`config.mk`:
```
export PLATFORM = sky130hd
export DESIGN_NAME = wfs_point_ram
export DESIGN_NICKNAME = d
export VERILOG_FILES = /design/src/hw/rtl/wfs_pkg.sv /design/src/hw/rtl/wfs_point_ram.sv
export SDC_FILE = /design/constraint.sdc
export NUM_CORES = 2
export LEC_CHECK = 0
export BUFFER_PORTS_ARGS = -buffer_cell sky130_fd_sc_hd__buf_2
export CELL_PAD_IN_SITES_DETAIL_PLACEMENT = 0
export CELL_PAD_IN_SITES_GLOBAL_PLACEMENT = 1
export CORE_ASPECT_RATIO = 1.25
export CORE_MARGIN = 4
export CORE_UTILIZATION = 50
export DETAILED_ROUTE_END_ITERATION = 16
export GPL_TIMING_DRIVEN = 0
export PLACE_DENSITY = 0.73
export REMOVE_ABC_BUFFERS = 1
export SKIP_CTS_REPAIR_TIMING = 1
export SLEW_MARGIN = 25
export SYNTH_ARGS = -nofsm -noshare
export SYNTH_HDL_FRONTEND = slang
export SYNTH_SLANG_ARGS = --single-unit
```
`constraint.sdc`:
```
create_clock -name clock -period 10.1 [get_ports clock]
set_input_delay 1.01 -clock clock [delete_from_list [all_inputs] [get_ports clock]]
set_output_delay 1.01 -clock clock [all_outputs]
set_load 0.05 [all_outputs]
```
`src/hw/rtl/wfs_pkg.sv`:
```
// Package: shared types, constants and the CORDIC angle table for the waypoint follower.
`default_nettype none
package wfs_pkg;

   localparam int MaxPoints   = 64;
   localparam int SlotW       = $clog2(MaxPoints);
   localparam int CountW      = SlotW + 1;
   localparam int CordicSteps = 16;
   localparam int StepW       = $clog2(CordicSteps + 1);
   localparam int CoordW      = 20;
   localparam int DiffW       = CoordW + 1;
   localparam int CordW       = DiffW + 3;
   localparam int SqW         = 2 * DiffW;
   localparam int DistW       = SqW + 1;

   localparam logic [1:0] OP_WRITE    = 2'd0;
   localparam logic [1:0] OP_LOCALIZE = 2'd1;
   localparam logic [1:0] OP_DRIVE    = 2'd2;

   localparam logic [2:0] REG_POINT_COUNT = 3'd0;
   localparam logic [2:0] REG_REACH       = 3'd1;
   localparam logic [2:0] REG_DEAD        = 3'd2;
   localparam logic [2:0] REG_DRIFT_ANGLE = 3'd3;
   localparam logic [2:0] REG_DRIFT_SPEED = 3'd4;
   localparam logic [2:0] REG_BRAKE_ANGLE = 3'd5;
   localparam logic [2:0] REG_BRAKE_SPEED = 3'd6;

   localparam logic [11:0] SlowSpeed   = 12'd64;
   localparam logic [6:0]  SlowLimit   = 7'd125;
   localparam logic [5:0]  ReverseLoad = 6'd60;
   localparam logic [2:0]  ReachGuard  = 3'd4;

   typedef struct packed {
      logic [1:0]         op;
      logic [5:0]         point_index;
      logic signed [19:0] pos_x;
      logic signed [19:0] pos_y;
      logic [15:0]        heading;
      logic [11:0]        speed;
   } req_type;

   typedef struct packed {
      logic               accelerate;
      logic               brake_key;
      logic               steer_left;
      logic               steer_right;
      logic               drift_hold;
      logic [5:0]         target_slot;
      logic signed [15:0] heading_error;
   } rsp_type;

   typedef enum logic [3:0] {
      ST_IDLE, ST_L_READ, ST_L_DIFF, ST_L_SQ, ST_L_CORDIC, ST_L_EVAL,
      ST_D_MOD, ST_D_READ, ST_D_DIFF, ST_D_SQ, ST_D_EVAL, ST_D_CORDIC, ST_D_KEYS, ST_OUT
   } state_type;

   function automatic logic [31:0] atan_entry(input logic [4:0] i);
      logic [31:0] r;
      begin
         unique case (i)
            5'd0:  r = 32'h20000000; 5'd1:  r = 32'h12E4051E;
            5'd2:  r = 32'h09FB385B; 5'd3:  r = 32'h051111D4;
            5'd4:  r = 32'h028B0D43; 5'd5:  r = 32'h0145D7E1;
            5'd6:  r = 32'h00A2F61E; 5'd7:  r = 32'h00517C55;
            5'd8:  r = 32'h0028BE53; 5'd9:  r = 32'h00145F2F;
            5'd10: r = 32'h000A2F98; 5'd11: r = 32'h000517CC;
            5'd12: r = 32'h00028BE6; 5'd13: r = 32'h000145F3;
            5'd14: r = 32'h0000A2FA; 5'd15: r = 32'h0000517D;
            5'd16: r = 32'h000028BE; 5'd17: r = 32'h0000145F;
            5'd18: r = 32'h00000A30; 5'd19: r = 32'h00000518;
            5'd20: r = 32'h0000028C; 5'd21: r = 32'h00000146;
            5'd22: r = 32'h000000A3; 5'd23: r = 32'h00000051;
            default: r = 32'h0;
         endcase
         return r;
      end
   endfunction

endpackage
`default_nettype wire

```
`src/hw/rtl/wfs_point_ram.sv`:
```
// Waypoint memory: one write port, one registered read port.
`default_nettype none
module wfs_point_ram
   import wfs_pkg::*;
(
   input  wire logic                      clock,
   input  wire logic                      wr_en,
   input  wire logic [SlotW-1:0]          wr_addr,
   input  wire logic [2*CoordW-1:0]       wr_data,
   input  wire logic [SlotW-1:0]          rd_addr,
   output logic      [2*CoordW-1:0]       rd_data
);
   logic [2*CoordW-1:0] mem [MaxPoints];

   always_ff @(posedge clock) begin
      if (wr_en) mem[wr_addr] <= wr_data;
      rd_data <= mem[rd_addr];
   end
endmodule
`default_nettype wire
```
==> reports/results.txt <==
Status -> finished, final reports clean
# Max-Cap Violations -> 0
Die width -> 404 um
Final WL -> 237 mm
Clock Latency Late Sink -> 0.88 ns
Post-DP HPWL -> 150 mm
Grt ovf -> 0
Die height -> 503 um
Post-synthesis async set-or-reset flop share -> 0%
Vias per cell -> 6.32
Final setup violation count -> 0
Pin slew with the least headroom to its limit -> 1.14 ns
Synthesized instance count -> 4,195
Final worst path period need -> 4.31 ns
Synth-to-Final Area Change -> 16.0%
R2R cell count -> 5
I/O Pins -> 94
Max_slew headroom -> 23.1%
H-tree Lvls -> 4
Area contributors post-synth -> edfxtp_1 (79%), mux4_2 (14%), mux2i_1 (1.2%), o22ai_1 (0.91%), dfxtp_1 (0.82%)
Routed vias -> 46,000
Mean area per synthesized cell -> 23.3 um2
Count of cell types in the netlist -> 36
ANT nets after route -> 0
Synthesized area -> 0.0978 mm2
Global-route wire length before repair -> 341 mm
DR DRC count -> 0
Placed cell area -> 0.106 mm2
Final Slew Violations -> 0
CTS root buf -> clkbuf_16
Synth cell count leaders -> edfxtp_1 (2,560), mux4_2 (608), o22ai_1 (143)
Synth warnings -> 0
Vias in the first global route -> 46,700
Most common cell in the netlist -> edfxtp_1
Full die area -> 0.203 mm2
DP Worst Slack -> 4.84 ns
Antenna violations before repair -> 16
Critical path type -> input pin to flop
Worst-path clk slew -> 0.06 ns
Setup WS post-layout -> 5.79 ns
Dominant synthesized flop cell -> edfxtp_1
Rows -> 181
Iteration-0 DRC Markers -> 5,948
Sequential area share after synthesis -> 79.4%
Core area -> 0.195 mm2
Final Cycle Share -> 42.6%
RSZ-0062 raised after global routing -> false
Maximum vdd drop -> 0.000195 V
DR pass1 iterations -> 5
Leak -> 0.0353 uW
Total power per unit cell area -> 192 mW/mm2
Fin nets -> 4,562
Type of origin of the critical path -> input pin
Crit path DAT -> 5.06 ns
Yosys top cell area share -> 78.6%
Gpl congestion -> 0.742
Total track usage -> 23.6%
WP data required -> 10.85 ns
Yosys top cell by area -> edfxtp_1
Port-buffer cells -> 93
CTS tree -> yes
Crit path max fanout -> 77
Clock buffer count from CTS -> 238
Initial Utilization -> 50.3%
Tot Pwr -> 21,800 uW
Number of flops mapped to enable cells by yosys -> 2,560
Layout fillers -> 13,500
Synthesized flop and latch total -> 2,600
Hold Path Stages -> 1
Max Freq -> 0.232 GHz
Clock sinks -> 2,600
Critical Path Sink Type -> flop
Hold Crit Class -> input pin to flop
Worst Skew -> 0.0338 ns
Final hold vios -> 0
Share of cells above drive strength 1 -> 29.3%
Post-route cell area -> 0.114 mm2
Largest net degree at the start of global routing -> 80
Bufs on Longest Clock Path -> 3
DR WL/cell -> 32.6 um
## cell type report
type / count / area (um2) / share of cell area, %
Clock buffer: 316 / 6370 / 5.61
Multi-Input combinational cell: 1357 / 19600 / 17.3
Timing Repair Buffer: 311 / 5600 / 4.94
Clock inverter: 124 / 1060 / 0.935
Sequential cell: 2600 / 77700 / 68.4
Tap cell: 2562 / 3210 / 2.82
Antenna cell: 5 / 12.5 / 0.0110
## final timing paths
| kind | from | endpoint | slack [ns] |
|---|---|---|---|
| worst min register to register | mem[3][1] | rd_data[1] | 0.83 |
| worst max register to register | mem[12][6] | rd_data[6] | 7.60 |
| worst min-delay path | wr_data[31] | mem[37][31] | 0.54 |
| worst max-delay path | rd_addr[2] | rd_data[23] | 5.79 |
## state kept, by name, summed over array words and instances, names as in the netlist
signal,cells
rd_data,40
mem,2560
## routing by layer
| metal | global-route usage, % | vias to the layer above | part of all wire (%) |
|---|---|---|---|
| li1 | - | 18700 | - |
| met1 | 32.7 | 24700 | 38 |
| met2 | 39.2 | 2205 | 50 |
| met3 | 3.48 | 404 | 8.0 |
| met4 | 7.57 | 2 | 3.5 |
| met5 | 0 | - | 0.0055 |
## power by group
part | switching (uW) | internal [uW]
Combinational | 729 | 408
Clock | 3850 | 4800
Sequential | 31.8 | 11900
Total | 4610 | 17200
## placed cells by master, fill, tap and decap left out, drive strengths merged, types with 34 or more instances in the layout
| cell | count |
|---|---|
| edfxtp | 2560 |
| mux4 | 608 |
| buf | 311 |
| clkbuf | 316 |
| a221oi | 34 |
| o221ai | 42 |
| mux2i | 113 |
| nor2 | 97 |
| o22ai | 143 |
| clkinv | 95 |
| nor4 | 34 |
| mux2 | 38 |
| a21oi | 68 |
| dfxtp | 40 |
## per-stage QoR
stage | hold slack [ns] | cells | utilization, % | TNS [ns]
3_3_place_gp | 0.791 | 6612 | 51.5 | -548.67
5_1_grt | 0.506 | 7271 | 58.3 | 0
3_5_place_dp | 0.798 | 6829 | 54.5 | 0
4_1_cts | 0.568 | 7269 | 58.3 | 0
2_1_floorplan | 0.744 | 3957 | - | 0
6_report | 0.543 | 7275 | 58.3 | 0
## critical path, stage by stage
cell and delay (ns):
buf_8 0.08, buf_16 0.34, buf_16 0.35, buf_16 0.37, and2_1 0.90, nand2_2 0.64
buf_16 0.36, o22ai_1 0.22, nor4_2 0.06, buf_4 0.19, o22a_1 0.24
## logic make-up after synthesis
group                  after synthesis  synth area share [%]
flip-flops                        2600                  79.4
buffers and inverters              238                  1.27
AO/OA/AOI/OAI                      383                  2.68
AND/OR/NAND/NOR                    215                  1.08
multiplexers                       759                  15.6
(Power assumes the default switching activity.)
