===== src/hw/rtl/wfs_pkg.sv =====
// Package: shared types, constants and the CORDIC angle table for the waypoint follower.
`default_nettype none
package wfs_pkg;

   localparam int MaxPoints   = 64;
   localparam int SlotW       = $clog2(MaxPoints);
   localparam int CountW      = SlotW + 1;
   localparam int CordicSteps = 16;
   localparam int StepW       = $clog2(CordicSteps + 1);
   localparam int CoordW      = 20;
   localparam int DiffW       = CoordW + 1;
   localparam int CordW       = DiffW + 3;
   localparam int SqW         = 2 * DiffW;
   localparam int DistW       = SqW + 1;

   localparam logic [1:0] OP_WRITE    = 2'd0;
   localparam logic [1:0] OP_LOCALIZE = 2'd1;
   localparam logic [1:0] OP_DRIVE    = 2'd2;

   localparam logic [2:0] REG_POINT_COUNT = 3'd0;
   localparam logic [2:0] REG_REACH       = 3'd1;
   localparam logic [2:0] REG_DEAD        = 3'd2;
   localparam logic [2:0] REG_DRIFT_ANGLE = 3'd3;
   localparam logic [2:0] REG_DRIFT_SPEED = 3'd4;
   localparam logic [2:0] REG_BRAKE_ANGLE = 3'd5;
   localparam logic [2:0] REG_BRAKE_SPEED = 3'd6;

   localparam logic [11:0] SlowSpeed   = 12'd64;
   localparam logic [6:0]  SlowLimit   = 7'd125;
   localparam logic [5:0]  ReverseLoad = 6'd60;
   localparam logic [2:0]  ReachGuard  = 3'd4;

   typedef struct packed {
      logic [1:0]         op;
      logic [5:0]         point_index;
      logic signed [19:0] pos_x;
      logic signed [19:0] pos_y;
      logic [15:0]        heading;
      logic [11:0]        speed;
   } req_type;

   typedef struct packed {
      logic               accelerate;
      logic               brake_key;
      logic               steer_left;
      logic               steer_right;
      logic               drift_hold;
      logic [5:0]         target_slot;
      logic signed [15:0] heading_error;
   } rsp_type;

   typedef enum logic [3:0] {
      ST_IDLE, ST_L_READ, ST_L_DIFF, ST_L_SQ, ST_L_CORDIC, ST_L_EVAL,
      ST_D_MOD, ST_D_READ, ST_D_DIFF, ST_D_SQ, ST_D_EVAL, ST_D_CORDIC, ST_D_KEYS, ST_OUT
   } state_type;

   function automatic logic [31:0] atan_entry(input logic [4:0] i);
      logic [31:0] r;
      begin
         unique case (i)
            5'd0:  r = 32'h20000000; 5'd1:  r = 32'h12E4051E;
            5'd2:  r = 32'h09FB385B; 5'd3:  r = 32'h051111D4;
            5'd4:  r = 32'h028B0D43; 5'd5:  r = 32'h0145D7E1;
            5'd6:  r = 32'h00A2F61E; 5'd7:  r = 32'h00517C55;
            5'd8:  r = 32'h0028BE53; 5'd9:  r = 32'h00145F2F;
            5'd10: r = 32'h000A2F98; 5'd11: r = 32'h000517CC;
            5'd12: r = 32'h00028BE6; 5'd13: r = 32'h000145F3;
            5'd14: r = 32'h0000A2FA; 5'd15: r = 32'h0000517D;
            5'd16: r = 32'h000028BE; 5'd17: r = 32'h0000145F;
            5'd18: r = 32'h00000A30; 5'd19: r = 32'h00000518;
            5'd20: r = 32'h0000028C; 5'd21: r = 32'h00000146;
            5'd22: r = 32'h000000A3; 5'd23: r = 32'h00000051;
            default: r = 32'h0;
         endcase
         return r;
      end
   endfunction

endpackage
`default_nettype wire


===== src/hw/rtl/wfs_cordic.sv =====
// Iterative CORDIC vectoring unit: bearing of (y, x) in 16-bit binary angle units.
`default_nettype none
module wfs_cordic
   import wfs_pkg::*;
(
   input  wire logic                     clock,
   input  wire logic                     reset,
   input  wire logic                     start,
   input  wire logic signed [DiffW-1:0]  vec_y,
   input  wire logic signed [DiffW-1:0]  vec_x,
   output logic                          done,
   output logic [15:0]                   angle
);
   logic signed [CordW-1:0] x_ff, x_in, y_ff, y_in;
   logic [31:0]             z_ff, z_in;
   logic [StepW-1:0]        step_ff, step_in;
   logic                    busy_ff, busy_in, zero_ff, zero_in;
   logic signed [CordW-1:0] xs, ys;
   logic [31:0]             zr;

   assign xs = x_ff >>> step_ff;
   assign ys = y_ff >>> step_ff;
   assign zr = z_ff + 32'h8000;

   always_comb begin
      x_in = x_ff; y_in = y_ff; z_in = z_ff;
      step_in = step_ff; busy_in = busy_ff; zero_in = zero_ff;
      done = 1'b0;
      if (start) begin
         // fold the left half plane onto the right
         zero_in = (vec_x == '0) && (vec_y == '0);
         if (vec_x < 0) begin
            x_in = -CordW'(vec_x); y_in = -CordW'(vec_y); z_in = 32'h80000000;
         end else begin
            x_in = CordW'(vec_x); y_in = CordW'(vec_y); z_in = '0;
         end
         step_in = '0; busy_in = 1'b1;
      end else if (busy_ff) begin
         if (step_ff == StepW'(CordicSteps)) begin
            busy_in = 1'b0; done = 1'b1;
         end else begin
            if (y_ff >= 0) begin
               x_in = x_ff + ys; y_in = y_ff - xs; z_in = z_ff + atan_entry(5'(step_ff));
            end else begin
               x_in = x_ff - ys; y_in = y_ff + xs; z_in = z_ff - atan_entry(5'(step_ff));
            end
            step_in = step_ff + 1'b1;
         end
      end
   end

   assign angle = zero_ff ? 16'd0 : zr[31:16];

   always_ff @(posedge clock) begin
      x_ff <= x_in; y_ff <= y_in; z_ff <= z_in; step_ff <= step_in; zero_ff <= zero_in;
      if (reset) busy_ff <= 1'b0;
      else       busy_ff <= busy_in;
   end
endmodule
`default_nettype wire


===== config.mk =====
export PLATFORM = sky130hd
export DESIGN_NAME = wfs_cordic
export DESIGN_NICKNAME = d
export VERILOG_FILES = /design/src/hw/rtl/wfs_pkg.sv /design/src/hw/rtl/wfs_cordic.sv
export SDC_FILE = /design/constraint.sdc
export NUM_CORES = 1
export LEC_CHECK = 0
export ABC_AREA = 1
export BUFFER_PORTS_ARGS = -buffer_cell sky130_fd_sc_hd__buf_2
export CORE_ASPECT_RATIO = 0.5
export CORE_MARGIN = 2
export CORE_UTILIZATION = 40
export DETAILED_ROUTE_END_ITERATION = 10
export SETUP_SLACK_MARGIN = 0.15
export SYNTH_ARGS = -nofsm -noshare
export SYNTH_HDL_FRONTEND = slang
export SYNTH_SLANG_ARGS = --single-unit

===== constraint.sdc =====
create_clock -name clock -period 5.2 [get_ports clock]
set_input_delay 0.78 -clock clock [delete_from_list [all_inputs] [get_ports clock]]
set_output_delay 0.78 -clock clock [all_outputs]
set_load 0.05 [all_outputs]

==> summary by stage <==
Power and ir drop
For this design the ratio of total power to cell area is a little under 800 nW/um^2. The worst-case vdd ir drop is around 0.29 mV. The power after layout is around 12 mW. The total leakage power is between 7 and 8 nW.

Floorplan
For this design the top-level I/O count stands at between 60 and 70. For this configuration, the core starts out at a cell density of 0.408. The die is between 200 and 300 um wide. From bottom edge to top edge, the die measures roughly 140 um.

The placeable core region is roughly 35000 um^2. The placement row count is 48. The die covers roughly 37000 um^2.

Cells and area
The final layout contains 2449 nets. The layout overhead on the synthesized area is 9.72%. The repair_antennas step left the layout with diodes totalling 0. After routing the design area is ~16000 um^2.

The finished layout holds between 2000 and 3000 standard cells, fillers aside. The library cells used most frequently in the layout, excluding fill and tap cells, are nand2_1 (614), nor2_1 (239), inv_1 (213). Leaving out fill and tap cells, the most frequent cell in the layout is nand2_1. Once layout is complete, the utilization of the core stands at 0.447. The fraction of layout instances using a drive strength above 1 is 0.0821.

Min path
The hold-critical path endpoint is busy_ff. In this run the most critical hold path is launched from reset. In this run the worst hold path is classified as in -> reg. The depth of the worst hold-timing path is 2.

Logic synthesis
Yosys printed 0 warnings. In this run, synthesis inferred between 80 and 90 flip-flops with an integrated enable. The most used flip-flop cell after synthesis is edfxtp_1. In this run the mean area of a mapped cell was roughly 6.2 um^2. In the synthesized netlist the async set-or-reset flop fraction comes to 0. The sequential fraction of the synthesis area is 0.223. After technology mapping, the gate count stands at 2265. The number of synthesized register bits is 117. The distinct cell type count of the synthesized netlist is between 50 and 60. The area of the mapped netlist is approximately 14000 um^2. The number of nets in the synthesized netlist is 2412.

Global route
The sum of overflow across all layers after global routing is 0. The initial antenna violation count is 1. The maximum number of pins on one net before global-route repair is between 60 and 70. Across every metal layer, demand over resource in global routing totals 0.248.

The number of global-route vias before repair is 14000. The wire length of the first global-routing pass is 72600 um.

Worst setup path
The worst setup path is captured at a flip-flop. For the worst flop-to-flop path, the logic depth is 21. For the worst setup path, the data arrival time is 4.81 ns. Setup slack on the worst reg-to-reg path comes out at 0.58 ns. STA puts the critical path data required time at around 5.4 ns. The largest driver fanout on the critical path is 33. The category of the worst setup path launch point is a flip-flop. The origin of the critical flop-to-flop path is step_ff[1]. The type of the worst setup path is reg -> reg. In this run the critical register-to-register path is captured at x_ff[20].

CTS
The clock latency of the later-clocked register in the worst-skew pair is about 0.44 ns. After clock tree synthesis, the clock-pin slew on the worst setup and hold paths is about 0.07 ns. The total clock sinks is 117.

The H-tree was split into 4 levels. Clock tree synthesis inserted a total of 17 buffers. CTS placed an instance of clkbuf_16 at the clock tree root. The clock tree from TritonCTS is built. In this run the deepest clock path goes through 2 buffers.

Timing
The clock period could shrink to 4.62 ns. The final-report max-slew violation count is 0. The number of setup violations in the final report is 0. The aggregate negative setup slack is 0 ns. The upper clock frequency limit is approximately 220 MHz.

The relative max-transition margin is 0.452. Setup repair after global routing left no endpoint under its margin. In the post-route analysis, the smallest setup slack over all paths is between 0.5 and 0.6 ns.

For the pin with the worst max-slew slack, the measured transition is 0.818 ns. The clock arrives with roughly 0.017 ns of skew. The share of the clock period used by the worst path is 0.888. The final hold slack is about 0.49 ns. The final number of hold-violating endpoints was 0.

Drt
The detailed-routing iteration count for the pre-antenna-repair pass is 6. The first-iteration detailed-routing DRC count is roughly 1200. The wire length per cell is 16.2 um. The via density per instance is 5.39. The detailed-route via count is about 15000.

After detailed routing, the number of remaining DRC violations is 0. The total wire length after detailed routing is around 45000 um. The residual antenna-violating net count after detailed routing is 0.

Place
The worst setup slack before clock tree synthesis is 0.595 ns. The placed cell count is around 2800. The total half-perimeter wirelength after legalization and detailed placement is around 36000 um. The congestion estimate from routability-driven global placement came to 0.956. The count of input and output buffers is 61. After detailed placement, the total cell area comes to between 10000 and 15000 um^2.

Run
The max-cap violation count is 0.

Run status
The flow ran to the end, and the final reports show no timing, DRC or antenna violations.
## per-layer routing
layer | wire [um] | track usage | share of wire | vias up
li1 | - | - | - | 7678
met4 | 794 | 0.0636 | 0.018 | 0
met1 | 21900 | 0.332 | 0.48 | 6912
met5 | 0 | 0 | 0 | -
met3 | 2040 | 0.0335 | 0.045 | 57
met2 | 20600 | 0.423 | 0.45 | 381
## power by group
group	switching, mW	total [mW]	leakage [nW]	internal [mW]
Sequential	0.444	1.99	1.13	1.55
Clock	0.481	1.20	0.296	0.717
Combinational	5.59	8.74	5.92	3.15
## area by class of cell
| cell class | instances | area, um^2 |
|---|---|---|
| timing repair buffer | 93 | 546 |
| fill | 3779 | 19200 |
| tap | 475 | 594 |
| clock inverter | 8 | 53.8 |
| sequential | 117 | 3150 |
| inverter | 229 | 860 |
| multi-input combinational | 1844 | 9760 |
| clock buffer | 24 | 529 |
## worst max-delay path, stage by stage, from the launching register on
cell and delay [ns]:
dfxtp_2 0.55, buf_4 0.41, nor2_1 0.09, nor2_1 0.14, nor2_1 0.07, o21ai_0 0.27, nand2_1 0.09, nand2_1 0.14
nand2_1 0.08, nor2_1 0.11, nand3_1 0.17, nor2_1 0.21, nor2_1 0.07, xor2_1 0.16, ha_1 0.38, nand2_1 0.15
nor4_1 0.57, nand4_1 0.20, nand3_1 0.22, a21oi_1 0.08, o21ai_0 0.10, o21ai_0 0.09
## synthesized netlist by cell type (7+ instances only)
cell type  count  area [um^2]
nand2_1      615         2310
nor2_1       239          897
inv_1        213          800
nand3_1      183          916
a21oi_1      178          891
o21ai_0      165          826
ha_1          99         1240
edfxtp_1      81         2430
nor3_1        48          240
xnor2_1       44          385
xor2_1        42          368
dfxtp_1       36          721
clkbuf_1      30          113
buf_2         27          135
nand4_1       21          131
a31oi_1       20          125
o211ai_1      16          120
nand2_2       15         93.8
o21a_1        15          113
o21ai_1       14         70.1
inv_2         13         48.8
nor2_2        12         75.1
nor3b_1       12         90.1
and2_1        11         68.8
buf_1         11         41.3
o22ai_1       10         62.6
o31ai_1        9         67.6
a21o_1         7         52.6
nor4_1         7         43.8
o221ai_1       7         61.3
## logic make-up after synthesis
logic type | after synthesis | synth area share
XOR/XNOR | 86 | 0.0533
buffers and inverters | 304 | 0.0866
AND/OR/NAND/NOR | 1189 | 0.360
adder cells (fa/ha/maj) | 102 | 0.0919
AO/OA/AOI/OAI | 467 | 0.185
flip-flops | 117 | 0.223
## worst max-delay path by stage
stage	start	endpoint	slack [ns]
final	step_ff[1]	x_ff[20]	0.58
after global routing	step_ff[1]	x_ff[23]	0.16
after CTS	step_ff[1]	y_ff[18]	0.60
after detailed placement	step_ff[0]	x_ff[22]	0.59
after global placement	step_ff[0]	x_ff[17]	0.65
after floorplan	step_ff[0]	x_ff[22]	1.39
## what timing repair did
item                                    in CTS  in global routing
resized for setup                            0                  3
setup buffers                                0                  0
endpoints found under the setup margin       0                  6
hold buffers                                 0                  0
No activity file was read; power rests on OpenSTA's default activity.
